## src/sv/tagged_value_stream_decoder_top_defines.svh

```systemverilog
// Assertion macros for the tagged value stream decoder.
// Included by the RTL files that carry concurrent assertions; no other dependencies.
`ifndef TAGGED_VALUE_STREAM_DECODER_TOP_DEFINES_SVH
`define TAGGED_VALUE_STREAM_DECODER_TOP_DEFINES_SVH

`ifndef SYNTHESIS
`define TVSD_ASSERT(label, clk, rst_n, prop) \
  label: assert property (@(posedge clk) disable iff (!rst_n) (prop)) \
    else $error("tvsd assertion failed");
`define TVSD_ASSERT_NORST(label, clk, prop) \
  label: assert property (@(posedge clk) (prop)) \
    else $error("tvsd assertion failed");
`else
`define TVSD_ASSERT(label, clk, rst_n, prop)
`define TVSD_ASSERT_NORST(label, clk, prop)
`endif

`endif

```

## src/sv/tvsd_pkg.sv

```systemverilog
// Package for the tagged value stream decoder: widths, tag flags, codes and the phase type.
// Standalone; used by tagged_value_stream_decoder_top.
`default_nettype none

package tvsd_pkg;

  localparam int POS_W = 32;
  localparam int BUF_W = 32;
  localparam int VAL_W = 64;
  localparam int CMP_W = (POS_W > BUF_W) ? POS_W : BUF_W;

  localparam logic [7:0] FLAG_NEGATE = 8'h10;
  localparam logic [7:0] FLAG_BLOB   = 8'h20;
  localparam logic [7:0] SIZE_MASK   = 8'h0F;

  typedef enum logic [1:0] {
    PH_TAG   = 2'd0,
    PH_VALUE = 2'd1,
    PH_DATA  = 2'd2,
    PH_ERROR = 2'd3
  } phase_t;

  typedef enum logic [1:0] {
    KIND_INT    = 2'd0,
    KIND_HEADER = 2'd1,
    KIND_DATA   = 2'd2,
    KIND_ERROR  = 2'd3
  } kind_t;

  typedef enum logic [1:0] {
    ERR_AFTER_END     = 2'd0,
    ERR_VALUE_OVERRUN = 2'd1,
    ERR_BAD_SIZE      = 2'd2,
    ERR_BLOB_OVERRUN  = 2'd3
  } err_code_t;

endpackage

`default_nettype wire

```

## src/sv/tagged_value_stream_decoder_top.sv

```systemverilog
// An input beat reaches its result beat through the input register, then the result register.
// Throughput: one input beat per cycle unless a result waits untaken; bytes that give no result count too.
// While a result waits to be taken, a new beat can enter an empty input register but is not decoded.
// Reset (rst_n low, synchronous) returns to tag decoding, clears position and length, sticky error.
// Depends on tvsd_pkg and tagged_value_stream_decoder_top_defines.svh.
`default_nettype none
`include "tagged_value_stream_decoder_top_defines.svh"

module tagged_value_stream_decoder_top (
  input  wire logic                       clk,
  input  wire logic                       rst_n,
  input  wire logic                       cfg_wr_en,
  input  wire logic [tvsd_pkg::BUF_W-1:0] cfg_wr_data,   // buffer_length
  input  wire logic                       in_tvalid,
  output logic                            in_tready,
  input  wire logic [7:0]                 in_tdata,      // [7:0] in_byte
  output logic                            out_tvalid,
  input  wire logic                       out_tready,
  // [63:0] value, [71:64] data_byte, [73:72] error_code, [79:74] zero
  output logic [79:0]                     out_tdata,
  output logic [1:0]                      out_tuser,     // [1:0] kind
  output logic                            out_tlast      // last_of_blob
);

  // Input register
  logic       in_valid_r;
  logic [7:0] in_byte_r;
  logic       fire;

  // Decoder state
  tvsd_pkg::phase_t               phase_r, phase_nxt;
  logic                           negate_r, negate_nxt;
  logic                           blob_r, blob_nxt;
  logic [3:0]                     size_r, size_nxt;
  logic [3:0]                     taken_r, taken_nxt;
  logic [tvsd_pkg::VAL_W-1:0]     acc_r, acc_nxt;
  logic [tvsd_pkg::VAL_W-1:0]     remain_r, remain_nxt;
  logic [tvsd_pkg::POS_W-1:0]     pos_r, pos_nxt;
  logic [tvsd_pkg::BUF_W-1:0]     buf_len_r;

  // Result register
  logic                           out_valid_r;
  tvsd_pkg::kind_t                kind_r, kind_nxt;
  logic [tvsd_pkg::VAL_W-1:0]     value_r, value_nxt;
  logic [7:0]                     data_r, data_nxt;
  tvsd_pkg::err_code_t            err_r, err_nxt;
  logic                           last_r, last_nxt;
  logic                           emit;

  // Datapath helpers
  logic [3:0]                     tag_size;
  logic [tvsd_pkg::CMP_W-1:0]     pos_ext, pos_adv_ext, len_ext, blob_avail;
  logic [tvsd_pkg::CMP_W:0]       tag_reach;
  logic [tvsd_pkg::POS_W-1:0]     pos_adv;
  logic [5:0]                     lane_shift;
  logic [tvsd_pkg::VAL_W-1:0]     acc_new, val_final;
  logic [3:0]                     taken_new;
  logic                           tag_past_end, tag_overrun, tag_bad_size;

  assign fire      = in_valid_r && (!out_valid_r || out_tready);
  assign in_tready = !in_valid_r || fire;

  assign tag_size     = in_byte_r[3:0] & tvsd_pkg::SIZE_MASK[3:0];
  assign pos_ext      = tvsd_pkg::CMP_W'(pos_r);
  assign len_ext      = tvsd_pkg::CMP_W'(buf_len_r);
  assign pos_adv      = pos_r + tvsd_pkg::POS_W'(1);
  assign pos_adv_ext  = tvsd_pkg::CMP_W'(pos_adv);
  assign tag_past_end = pos_ext >= len_ext;
  // More value bytes than remain after the tag: position + size reaches the length.
  assign tag_reach    = {1'b0, pos_ext} + (tvsd_pkg::CMP_W + 1)'(tag_size);
  assign tag_overrun  = tag_reach >= {1'b0, len_ext};
  assign tag_bad_size = !((tag_size == 4'd1) || (tag_size == 4'd2) ||
                          (tag_size == 4'd4) || (tag_size == 4'd8));

  assign lane_shift = {taken_r[2:0], 3'b000};
  assign acc_new    = acc_r | (tvsd_pkg::VAL_W'(in_byte_r) << lane_shift);
  assign taken_new  = taken_r + 4'd1;
  assign val_final  = negate_r ? (tvsd_pkg::VAL_W'(0) - acc_new) : acc_new;
  assign blob_avail = (pos_adv_ext >= len_ext) ? '0 : (len_ext - pos_adv_ext);

  always_comb begin
    phase_nxt  = phase_r;
    negate_nxt = negate_r;
    blob_nxt   = blob_r;
    size_nxt   = size_r;
    taken_nxt  = taken_r;
    acc_nxt    = acc_r;
    remain_nxt = remain_r;
    pos_nxt    = pos_r;
    emit       = 1'b0;
    kind_nxt   = tvsd_pkg::KIND_ERROR;
    value_nxt  = '0;
    data_nxt   = '0;
    err_nxt    = tvsd_pkg::ERR_AFTER_END;
    last_nxt   = 1'b0;
    if (fire) begin
      unique case (phase_r)
        tvsd_pkg::PH_TAG: begin
          priority if (tag_past_end) begin
            phase_nxt = tvsd_pkg::PH_ERROR;
            emit      = 1'b1;
            err_nxt   = tvsd_pkg::ERR_AFTER_END;
          end else if (tag_overrun) begin
            phase_nxt = tvsd_pkg::PH_ERROR;
            emit      = 1'b1;
            err_nxt   = tvsd_pkg::ERR_VALUE_OVERRUN;
          end else if (tag_bad_size) begin
            phase_nxt = tvsd_pkg::PH_ERROR;
            emit      = 1'b1;
            err_nxt   = tvsd_pkg::ERR_BAD_SIZE;
          end else begin
            pos_nxt    = pos_adv;
            negate_nxt = (in_byte_r & tvsd_pkg::FLAG_NEGATE) != 8'h00;
            blob_nxt   = (in_byte_r & tvsd_pkg::FLAG_BLOB) != 8'h00;
            size_nxt   = tag_size;
            taken_nxt  = '0;
            acc_nxt    = '0;
            phase_nxt  = tvsd_pkg::PH_VALUE;
          end
        end
        tvsd_pkg::PH_VALUE: begin
          acc_nxt   = acc_new;
          taken_nxt = taken_new;
          pos_nxt   = pos_adv;
          if (taken_new >= size_r) begin
            phase_nxt = tvsd_pkg::PH_TAG;
            emit      = 1'b1;
            if (!blob_r) begin
              kind_nxt  = tvsd_pkg::KIND_INT;
              value_nxt = val_final;
            end else if (val_final[tvsd_pkg::VAL_W-1] ||
                         (val_final > tvsd_pkg::VAL_W'(blob_avail))) begin
              // A negative length counts as an overrun as well.
              phase_nxt = tvsd_pkg::PH_ERROR;
              err_nxt   = tvsd_pkg::ERR_BLOB_OVERRUN;
            end else begin
              kind_nxt  = tvsd_pkg::KIND_HEADER;
              value_nxt = val_final;
              last_nxt  = val_final == '0;
              if (val_final != '0) begin
                remain_nxt = val_final;
                phase_nxt  = tvsd_pkg::PH_DATA;
              end
            end
          end
        end
        tvsd_pkg::PH_DATA: begin
          pos_nxt    = pos_adv;
          remain_nxt = remain_r - tvsd_pkg::VAL_W'(1);
          emit       = 1'b1;
          kind_nxt   = tvsd_pkg::KIND_DATA;
          data_nxt   = in_byte_r;
          last_nxt   = remain_r == tvsd_pkg::VAL_W'(1);
          if (remain_r == tvsd_pkg::VAL_W'(1)) begin
            phase_nxt = tvsd_pkg::PH_TAG;
          end
        end
        tvsd_pkg::PH_ERROR: begin
          emit    = 1'b1;
          err_nxt = tvsd_pkg::ERR_AFTER_END;
        end
        default: begin
          phase_nxt = tvsd_pkg::PH_ERROR;
        end
      endcase
    end
  end

  always_ff @(posedge clk) begin
    if (!rst_n) begin
      phase_r     <= tvsd_pkg::PH_TAG;
      negate_r    <= 1'b0;
      blob_r      <= 1'b0;
      size_r      <= '0;
      taken_r     <= '0;
      acc_r       <= '0;
      remain_r    <= '0;
      pos_r       <= '0;
      buf_len_r   <= '0;
      in_valid_r  <= 1'b0;
      out_valid_r <= 1'b0;
    end else begin
      phase_r  <= phase_nxt;
      negate_r <= negate_nxt;
      blob_r   <= blob_nxt;
      size_r   <= size_nxt;
      taken_r  <= taken_nxt;
      acc_r    <= acc_nxt;
      remain_r <= remain_nxt;
      pos_r    <= pos_nxt;
      if (cfg_wr_en) begin
        buf_len_r <= cfg_wr_data;
      end
      if (in_tvalid && in_tready) begin
        in_valid_r <= 1'b1;
      end else if (fire) begin
        in_valid_r <= 1'b0;
      end
      if (fire) begin
        out_valid_r <= emit;
      end else if (out_tready) begin
        out_valid_r <= 1'b0;
      end
    end
  end

  // Payload registers carry no reset.
  always_ff @(posedge clk) begin
    if (in_tvalid && in_tready) begin
      in_byte_r <= in_tdata;
    end
    if (fire && emit) begin
      kind_r  <= kind_nxt;
      value_r <= value_nxt;
      data_r  <= data_nxt;
      err_r   <= err_nxt;
      last_r  <= last_nxt;
    end
  end

  assign out_tvalid = out_valid_r;
  assign out_tdata  = {6'b000000, err_r, data_r, value_r};
  assign out_tuser  = kind_r;
  assign out_tlast  = last_r;

  // Once failed, the decoder never leaves the error phase.
  `TVSD_ASSERT(a_error_sticky, clk, rst_n, (phase_r == tvsd_pkg::PH_ERROR) |=> (phase_r == tvsd_pkg::PH_ERROR))
  // A pending error result implies the decoder has entered the error phase.
  `TVSD_ASSERT(a_error_result_phase, clk, rst_n, (out_valid_r && (kind_r == tvsd_pkg::KIND_ERROR)) |-> (phase_r == tvsd_pkg::PH_ERROR))
  // While collecting value bytes, fewer than the tag size have been taken.
  `TVSD_ASSERT(a_value_count, clk, rst_n, (phase_r == tvsd_pkg::PH_VALUE) |-> (taken_r < size_r))
  // Blob data phase always has payload left to pass on.
  `TVSD_ASSERT(a_blob_remaining, clk, rst_n, (phase_r == tvsd_pkg::PH_DATA) |-> (remain_r != '0))
  // Nothing is emitted while the result register holds a beat that is not taken.
  `TVSD_ASSERT_NORST(a_no_overwrite, clk, (rst_n && out_valid_r && !out_tready) |-> !fire)

endmodule

`default_nettype wire

```

## config.mk

```make
export PLATFORM = sky130hd
export DESIGN_NAME = tagged_value_stream_decoder_top
export DESIGN_NICKNAME = d
export VERILOG_FILES = /design/src/sv/tvsd_pkg.sv /design/src/sv/tagged_value_stream_decoder_top.sv
export VERILOG_INCLUDE_DIRS = /design/src /design/src/sv
export SDC_FILE = /design/constraint.sdc
export NUM_CORES = 1
export LEC_CHECK = 0
export BUFFER_PORTS_ARGS = -buffer_cell sky130_fd_sc_hd__buf_2
export CORE_MARGIN = 5
export CORE_UTILIZATION = 47
export CTS_BUF_LIST = sky130_fd_sc_hd__clkbuf_4
export CTS_CLUSTER_SIZE = 12
export DETAILED_ROUTE_END_ITERATION = 8
export HOLD_SLACK_MARGIN = 0.05
export PLACE_DENSITY = 0.63
export SETUP_SLACK_MARGIN = 0.15
export SKIP_CTS_REPAIR_TIMING = 1
export SYNTH_ARGS = -nofsm -noshare
export SYNTH_HDL_FRONTEND = slang
export SYNTH_SLANG_ARGS = --single-unit
```

## constraint.sdc

```tcl
create_clock -name clk -period 12.8 [get_ports clk]
set_clock_uncertainty 0.05 [all_clocks]
set_input_delay 1.28 -clock clk [delete_from_list [all_inputs] [get_ports clk]]
set_output_delay 1.28 -clock clk [all_outputs]
set_load 0.02 [all_outputs]
```

# Word level (Yosys, flattened, before mapping)
# Index checks and enable logic that the tools add are counted.
[classes] n_addsub=6 order_cmp=5 eq_ne=16 shift=1 mux=55 bitwise=3 reduce_logical=29
[ops] op="$mux W64" count=10
[ops] op="$pmux W64 S2" count=2
[ops] op="$mux W32" count=4
[ops] op="$eq A64 B1 Y1 const B" count=1
[ops] op="$ge A32 B32 Y1" count=2
[ops] op="$gt A64 B32 Y1" count=1
[ops] op="$logic_not A64 Y1" count=1
[ops] op="$or A64 B64 Y64" count=1
[ops] op="$pmux W32 S2" count=1
[ops] op="$reduce_bool A64 Y1" count=1
[ops] op="$shl A8 B6 Y64" count=1
[ops] op="$sub A1 B64 Y64 const A" count=1
[ops] op="$sub A64 B1 Y64 const B" count=1
[ops] op="$mux W2" count=17
[ops] op="$add A32 B4 Y33" count=1
[ops] op="$ge A33 B32 Y1" count=1
[ops] op="$add A32 B1 Y32 const B" count=1
[ops] op="$sub A32 B32 Y32" count=1
[ops] op="$ne A2 B2 Y1 const B" count=8
[ops] op="$reduce_and A5 Y1" count=3
[ops] op="$mux W1" count=12
[ops] op="$mux W4" count=3
[ops] op="$reduce_bool A2 Y1" count=5
[ops] op="$pmux W2 S2" count=2
[ops] op="other kinds (23)" count=34
[totals] regBits=291 in_bits=45 out_inout_bits=85

# Depth between registers and ports, before layout
# Gate-level depths: netlist of run 1.
[depth] word_depth=10 mapped_depth=34 ltp_nobuf=31

# Worst setup path before layout of run 1
# Ideal clock, no wire load.
[synth_timing] path_kind="register -> register" startpoint="register in_byte_r[0]" endpoint="register data_r[0] (enable)" setup_time_ns=0.630 arrival_ns=8.689 path_slack_ns=3.431 stages_incl_launch_ff=18 path_buffers=0 synth_period_minus_slack_ns=9.369 path_cell_list="edfxtp_1 ha_1 fa_1 a21o_1 a21oi_1 nor2_1 nand3_1 nor3_1 xor2_1 ha_1 a21o_1 a211oi_1 a21oi_1 a221oi_1 o21ai_0 a31o_2 nor3_1 a211oi_1"
[synth_between] elab_chain_cells=10 word_cells_on_any_way=15
[synth_rtl] element="start, declared" line="tagged_value_stream_decoder_top.sv:27" source="logic [7:0] in_byte_r;"
[synth_rtl] element="start signal, assigned" line="tagged_value_stream_decoder_top.sv:210" source="in_byte_r <= in_tdata;"
[synth_rtl] element="parallel branches: the longest is 5 deep, another holds $add A32 B4 Y33"
[synth_rtl] element="$mux W1 (*)" line="tagged_value_stream_decoder_top.sv:103" source="end else if (tag_overrun) begin"
[synth_rtl] element="$mux W1 (*)" line="tagged_value_stream_decoder_top.sv:99" source="priority if (tag_past_end) begin"
[synth_rtl] element="$pmux W1 S3 (*)" line="tagged_value_stream_decoder_top.sv:97" source="unique case (phase_r)"
[synth_rtl] element="$mux W1 (*)" line="tagged_value_stream_decoder_top.sv:96" source="if (fire) begin"
[synth_rtl] element="$logic_and A1 B1 Y1 (*)" line="tagged_value_stream_decoder_top.sv:212" source="if (fire && emit) begin"
[synth_rtl] element="end signal, assigned" line="tagged_value_stream_decoder_top.sv:215" source="data_r <= data_nxt;"
[synth_rtl] element="end, declared" line="tagged_value_stream_decoder_top.sv:45" source="logic [7:0] data_r, data_nxt;"
# Mark *: on every way between the ends.
# A chain may end at the register's enable or synchronous reset.

# Worst setup path in the final report of run 1
[layout_timing] startpoint="register pos_r (netlist bit pos_ext[1])" endpoint="register value_r[32] (netlist bit) (data pin)"
[layout_between] elab_chain_cells=7 word_cells_on_any_way=8
[layout_rtl] element="start, declared" line="tagged_value_stream_decoder_top.sv:38" source="logic [tvsd_pkg::POS_W-1:0] pos_r, pos_nxt;"
[layout_rtl] element="start signal, assigned" line="tagged_value_stream_decoder_top.sv:190" source="pos_r <= pos_nxt;"
[layout_rtl] element="$add A32 B1 Y32 (*)" line="tagged_value_stream_decoder_top.sv:66" source="assign pos_adv = pos_r + tvsd_pkg::POS_W'(1);"
[layout_rtl] element="$sub A32 B32 Y32 / $ge A32 B32 Y1 (equally long branches)" line="tagged_value_stream_decoder_top.sv:79" source="assign blob_avail = (pos_adv_ext >= len_ext) ? '0 : (len_ext - pos_adv_ext);"
[layout_rtl] element="$mux W32 (*)" line="tagged_value_stream_decoder_top.sv:79"
[layout_rtl] element="$gt A64 B32 Y1 (*)" line="tagged_value_stream_decoder_top.sv:132" source="(val_final > tvsd_pkg::VAL_W'(blob_avail))) begin"
[layout_rtl] element="$logic_or A1 B1 Y1 (*)" line="tagged_value_stream_decoder_top.sv:131" source="end else if (val_final[tvsd_pkg::VAL_W-1] ||"
[layout_rtl] element="$mux W64 (*)" line="tagged_value_stream_decoder_top.sv:131"
[layout_rtl] element="$mux W64 (*)" line="tagged_value_stream_decoder_top.sv:128" source="if (!blob_r) begin"
[layout_rtl] element="end signal, assigned" line="tagged_value_stream_decoder_top.sv:214" source="value_r <= value_nxt;"
[layout_rtl] element="end, declared" line="tagged_value_stream_decoder_top.sv:44" source="logic [tvsd_pkg::VAL_W-1:0] value_r, value_nxt;"
# Every way passes the cells marked *; elsewhere a longest branch is shown, timed or not.

==> summary.txt, run 1 <==
CTS
  – Clk buf depth: 3
  – Worst-path clk slew: approximately 0.070 ns
  – Clk root buf: clkbuf_4
  – Sink Count: a little under 300
  – Clk_lat worst skew: ~0.86 ns
  – Total CTS buffers: between 80 and 90
  – CTS tree: yes
  – Htree depth: 3

GRT
  – Global-route wire length before repair: 116 mm
  – Vias in the first global route: between 15000 and 20000
  – Total grt overflow: 0
  – GR Util All Layers: 28.7%
  – Largest net degree at the start of global routing: 73
  – Initial antenna violation count: 2

Yosys
  – Register bit count reported by yosys: 291
  – Number of synthesized flops with an enable pin: between 80 and 90
  – Fraction of registers with async set/reset: 0%
  – Cells after Synth: 2689
  – Ys Warns: 0
  – Main synth FF type: dfxtp_1
  – Sequential area share after synthesis: between 30% and 40%
  – Syn Area/Cell: 8.11 µm²
  – Synthesized cell area: around 22000 µm²
  – Yosys cell types: between 90 and 100

Hold path
  – Worst min path class: flip-flop to flip-flop

Pwr
  – Clock share of power: 38.0%
  – Power share of the sequential group: approximately 40%
  – Power Dens Cells: about 100 nW/µm²
  – Leak Pwr: 10.0 nW
  – Net Sw Power: just over 0.0008 W
  – Final Total Pwr: roughly 0.0025 W
  – Combinational Power Share: 21.7%
  – VDD IR-drop max: roughly 70 µV
  – Switching part of the total: between 30 and 40%
  – Cell Int Power: roughly 0.0017 W

Finish
  – Fin nets: ~3000
  – Final Non-Filler Cells: around 3400
  – Filler instances: 4463
  – Layout cells sized above 1: approximately 14%
  – Area Growth Syn to Fin: 9.85%

Die
  – I/O Pins: 130
  – Core Box Area: 46300 µm²
  – Row count: 79
  – Die width: 225 µm
  – Die Y: 225 µm
  – Die area: roughly 50000 µm²
  – Starting Density: a little under half

Worst setup path
  – Crit Path Category: flip-flop to flip-flop
  – Arrival time worst endpoint: between 9 and 10 ns
  – CP Max Fanout: 33
  – Crit path required time: approximately 13 ns
  – Setup crit start kind: flip-flop
  – Critical path's largest stage delay: roughly 0.80 ns
  – CP endpoint kind: flip-flop
  – Slowest cell on the critical path: a211o_1

STA
  – Setup TNS: 0 ns
  – Slew @ Worst Pin: about 1.2 ns
  – Relative slew slack: around 18%
  – Max Slew Vio Count: 0
  – Fin. Hold Viols: 0
  – Final setup violation count: 0
  – Peak Freq: 0.113 GHz
  – Final Cycle Share: between 60% and 70%
  – RSZ-0062 raised after global routing: false
  – Min Tclk post-route: a little under 9 ns

Detailed routing
  – DRC Markers: 0
  – WL/cell: ~22 µm
  – Via count: between 20000 and 25000
  – Pre-Repair DR Iteration Count: 6
  – Iteration-0 DRC Markers: around 2400
  – Vias per cell: approximately 6
  – WL final: 75.3 mm
  – Routed Antenna Nets: 0

Placement
  – DP Wirelength: 54.6 mm
  – Placer Congestion: 0.961
  – Port bufs: 123
  – Cells after DPL: about 3300

Run
  – # Max-Cap Violations: 0

Outcome
  – Outcome: completed
## synthesized netlist by cell type (21+ instances only)
library cell	n	area (µm²)
xnor2_1	103	902
nand3_1	121	606
or4_1	25	188
nand2_1	303	1140
ha_1	144	1800
nand2b_1	25	156
nand4_1	62	388
mux2i_1	46	460
nor2_1	266	998
and3_1	27	169
nor4_1	21	131
a31oi_1	24	150
and2_1	23	144
inv_1	93	349
clkbuf_1	130	488
a21o_1	61	458
xor2_1	79	692
buf_2	23	115
dfxtp_1	206	4120
nand3b_1	44	330
nor3_1	53	265
o21ai_0	87	435
edfxtp_1	85	2550
or3_1	33	206
a21oi_1	189	946
o31ai_1	28	210
mux2_2	22	248
nor2b_1	40	250
## path summary, 6_finish.rpt
path | start | endpoint | slack, ns | cells past startpoint
setup / recovery | pos_ext[1] | value_r[32] | 3.98 | 32
hold / removal | acc_r[58] | acc_r[58] | 0.40 | 2
setup reg to reg | pos_ext[1] | value_r[32] | 3.98 | 32
hold reg to reg | acc_r[58] | acc_r[58] | 0.40 | 2
## through the flow
step / worst slack (ns) / instance area (µm²) / hold slack [ns] / util, %
global placement: 4.36 / 22800 / 0.387 / 49.3
floorplan: 3.43 / 21800 / 0.381 / -
global route: 3.14 / 24000 / 0.415 / 51.8
finish: 3.98 / 24000 / 0.400 / 51.8
CTS: 4.03 / 23900 / 0.401 / 51.8
detailed placement: 4.13 / 22800 / 0.393 / 49.3
## cell families after synthesis
family / after synthesis / share of synthesized area, %
AOI/OAI and AO/OA: 604 / 18.9
xor gates and xnor gates: 184 / 7.52
adders and majority gates: 148 / 8.54
buffers and inverters: 276 / 5.14
DFF: 291 / 30.6
muxes: 69 / 3.30
other: 1 / 0.0172
and+or+nand+nor: 1116 / 25.9
## routing by layer
layer | track usage [%] | wire [µm] | vias up
li1 | - | - | 9959
met1 | 41.6 | 34200 | 10200
met2 | 43.0 | 32800 | 888
met3 | 4.86 | 6020 | 141
met4 | 10.6 | 2360 | 0
met5 | 0 | 0 | -
## registers in the layout, indices dropped and copies added, names as in the netlist, 2 cells and up
register / flops
size_r: 4
in_byte_r: 8
value_r: 64
buf_len_r: 32
err_r: 2
taken_r: 4
data_r: 8
phase_r: 2
acc_r: 64
out_tuser: 2
remain_r: 64
pos_ext: 32
## layout by cell type, fill, tap and decap left out, types with 61 or more instances in the layout
cell	n
nand4_1	62
xor2_1	79
dfxtp_1	205
xnor2_1	103
o21ai_0	86
a21o_1	61
clkbuf_4	132
nor2_1	263
nand2_1	303
a21oi_1	189
nand3_1	121
ha_1	142
inv_1	92
buf_2	123
edfxtp_1	85
## cell type report
type,instances,area [µm²],area share [%]
clock buffer,132,991,4.14
timing repair buffer,162,908,3.79
antenna,3,7.51,0.0313
tap,607,759,3.17
inverter,93,352,1.47
multi-input combinational,2127,14100,58.8
sequential,291,6680,27.9
clock inverter,30,168,0.700
## worst max-delay path: cells and delay by family (launching register included)
family	cells	cell delay, ns
buf+inv	2	0.77
compound gates	9	2.07
xor+xnor	1	0.22
fa+ha+maj	3	0.94
flops	1	0.49
simple gates	17	3.98
## power by group through the flow
stage / sequential, W / clock [W] / combinational (W)
global placement: 0.00102 / 0 / 0.000514
finish: 0.000998 / 0.000938 / 0.000535
floorplan: 0.00103 / 0 / 0.000360
global route: 0.00100 / 0.00102 / 0.000584
detailed placement: 0.00102 / 0 / 0.000523
CTS: 0.000998 / 0.000961 / 0.000527
No activity file was read; power rests on OpenSTA's default activity.
==> run 2: changes to the inputs <==
PLACE_DENSITY = 0.66   (was 0.63)
clock period = 7.4 ns   (was 12.8 ns; I/O delays follow)
==> run 2 against run 1 <==
Worst hold slack got worse by 0.32 ns. Non-clock buffer count rose by 48. Combinational power grew 82%. Critical path depth stayed put. Highest routed layer unchanged. Via count grew 1.6%. Sequential power increased by 73%. Cell area grew 2.6%. Sequential share of layout area decreased by 0.67 points. Fmax is 28% higher.
==> summary.txt, run 2 (synthesis results as in run 1) <==
Outcome
  – Outcome: completed (unchanged)

Pwr
  – Clock share of power: 38.7% (was 38.0%)
  – Power share of the sequential group: 39.2% (was 40.4%)
  – Switching part of the total: 32.7% (was 33.2%)
  – Combinational Power Share: 22.1% (was 21.7%)
  – Power Dens Cells: 179 nW/µm² (was 103 nW/µm²)
  – Net Sw Power: 0.00144 W (was 0.000821 W)
  – Leak Pwr: 10.3 nW (was 10.0 nW)
  – VDD IR-drop max: 140 µV (was 70.3 µV)
  – Cell Int Power: 0.00297 W (was 0.00165 W)

CTS
  – Clk root buf: clkbuf_4 (unchanged)
  – Clk buf depth: 3 (unchanged)
  – Htree depth: 3 (unchanged)
  – Clk_lat worst skew: 0.87 ns (was 0.86 ns)
  – CTS tree: yes (unchanged)
  – Sink Count: 291 (unchanged)
  – Worst-path clk slew: 0.07 ns (about the same)
  – Total CTS buffers: 83 (was 86)

Finish
  – Most frequent cells in the layout: 302 x nand2_1, 260 x nor2_1, 201 x dfxtp_1, 186 x a21oi_1, 140 x ha_1 (was 303 x nand2_1, 263 x nor2_1, 205 x dfxtp_1, 189 x a21oi_1, 142 x ha_1)
  – Leading cell type in the layout, fill and taps excluded: nand2_1 (unchanged)
  – Largest regs: acc_r: 64 flops, remain_r: 64 flops, value_r: 64 flops (unchanged)
  – Reg area: 6680 µm² (about the same)
  – Final Non-Filler Cells: 3491 (was 3445)
  – Multi-input logic area: 14200 µm² (was 14100 µm²)
  – Finished Cell Area: 24600 µm² (was 24000 µm²)
  – Area Growth Syn to Fin: 12.7% (was 9.85%)
  – Fin nets: 2998 (was 2952)
  – Post-layout util: 53.1% (was 51.8%)
  – Filler instances: 4390 (was 4463)
  – Layout cells sized above 1: 16.2% (was 14.3%)

GRT
  – Total grt overflow: 0 (unchanged)
  – GR Util All Layers: 28.6% (was 28.7%)
  – Largest net degree at the start of global routing: 101 (was 73)
  – Vias in the first global route: 19900 (was 20000)
  – Initial antenna violation count: 2 (unchanged)
  – Global-route wire length before repair: 115 mm (was 116 mm)

STA
  – Fin. Hold Viols: 0 (unchanged)
  – Max Slew Vio Count: 0 (unchanged)
  – RSZ-0062 raised after global routing: false (unchanged)
  – Min Tclk post-route: 6.89 ns (was 8.82 ns)
  – Post-route setup slack: 0.505 ns (was 3.98 ns)
  – Final setup violation count: 0 (unchanged)
  – Relative slew slack: 19.8% (was 17.7%)
  – Peak Freq: 0.145 GHz (was 0.113 GHz)
  – Final Cycle Share: 93.2% (was 68.9%)
  – Slew @ Worst Pin: 1.20 ns (was 1.23 ns)

Placement
  – Placer Congestion: 0.947 (was 0.961)
  – Worst slack, placed: 0.0744 ns (was 4.13 ns)
  – Cells after DPL: 3307 (was 3280)
  – Dpl cell area: 23000 µm² (was 22800 µm²)
  – Port bufs: 123 (unchanged)
  – DP Wirelength: 54.2 mm (was 54.6 mm)

Worst setup path
  – Slowest cell on the critical path: dfxtp_1 (was a211o_1)
  – Setup crit start kind: flip-flop (unchanged)
  – Sum of buffers and inverters on the critical path: 4 (was 2)
  – Most used cell, CP: nand4_1
  – CP top delay family: simple AND/OR/NAND/NOR gates (unchanged)
  – R2R Setup Slk: 0.51 ns (was 3.98 ns)
  – Arrival time worst endpoint: 7.56 ns (was 9.31 ns)
  – CP Max Fanout: 17 (was 33)
  – Crit Path Category: flip-flop to flip-flop (unchanged)
  – Crit path required time: 8.06 ns (was 13.29 ns)
  – Critical path's largest stage delay: 0.46 ns (was 0.80 ns)
  – CP endpoint kind: flip-flop (unchanged)

Detailed routing
  – WL/cell: 21.9 µm (about the same)
  – DRC Markers: 0 (unchanged)
  – Via count: 21500 (was 21200)
  – Routed Antenna Nets: 0 (unchanged)
  – Vias per cell: 6.16 (was 6.14)
  – WL final: 76.5 mm (was 75.3 mm)
  – Pre-Repair DR Iteration Count: 6 (unchanged)
  – Iteration-0 DRC Markers: 2530 (was 2384)

Die
  – Starting Density: 47.1% (unchanged)
  – Row count: 79 (unchanged)
  – Die width: 225 µm (unchanged)
  – I/O Pins: 130 (unchanged)
  – Die Y: 225 µm (unchanged)
  – Core Box Area: 46300 µm² (unchanged)
  – Die area: 50800 µm² (unchanged)

Hold path
  – Worst min path class: primary input to flip-flop (was flip-flop to flip-flop)

Run
  – # Max-Cap Violations: 0 (unchanged)
run 2: tightest hold or removal path, delay by kind of cell:
family                 cells  cell delay [ns]
muxes                      1             0.06
buffers and inverters      1             0.07
and+or+nand+nor            1             0.07
run 2: power by group through the flow:
stage | combinational (W) | clock [W] | sequential (W)
global route | 0.00106 | 0.00182 | 0.00173
finish | 0.000973 | 0.00171 | 0.00173
global placement | 0.000896 | 0 | 0.00176
floorplan | 0.000623 | 0 | 0.00177
CTS | 0.000917 | 0.00174 | 0.00172
detailed placement | 0.000913 | 0 | 0.00176
run 2: area by class of cell:
type | instances | share of cell area [%]
tap | 607 | 3.09
multi-input combinational | 2128 | 57.8
clock inverter | 20 | 0.647
sequential | 291 | 27.2
clock buffer | 136 | 4.16
antenna | 6 | 0.0611
inverter | 93 | 1.43
timing repair buffer | 210 | 5.59
run 2: final timing paths:
path,to,from,depth (start not counted)
max,value_r[52],pos_ext[4],32
min,buf_len_r[0],cfg_wr_data[0],3
max reg2reg,value_r[52],pos_ext[4],32
min reg2reg,acc_r[24],acc_r[24],2
run 2: routing by layer:
layer  track usage [%]  routed length [µm]
met3              5.64                6450
met5                 0                   0
met1              40.9               33500
met2              42.5               33200
met4              11.2                3280
run 2: per-stage QoR:
stage	total power, W	hold slack [ns]	TNS (ns)
global placement	0.00265	0.388	0
floorplan	0.00239	0.381	0
CTS	0.00438	-0.0560	-0.00371
detailed placement	0.00267	0.393	0
finish	0.00441	0.0812	0
global route	0.00461	0.0274	0
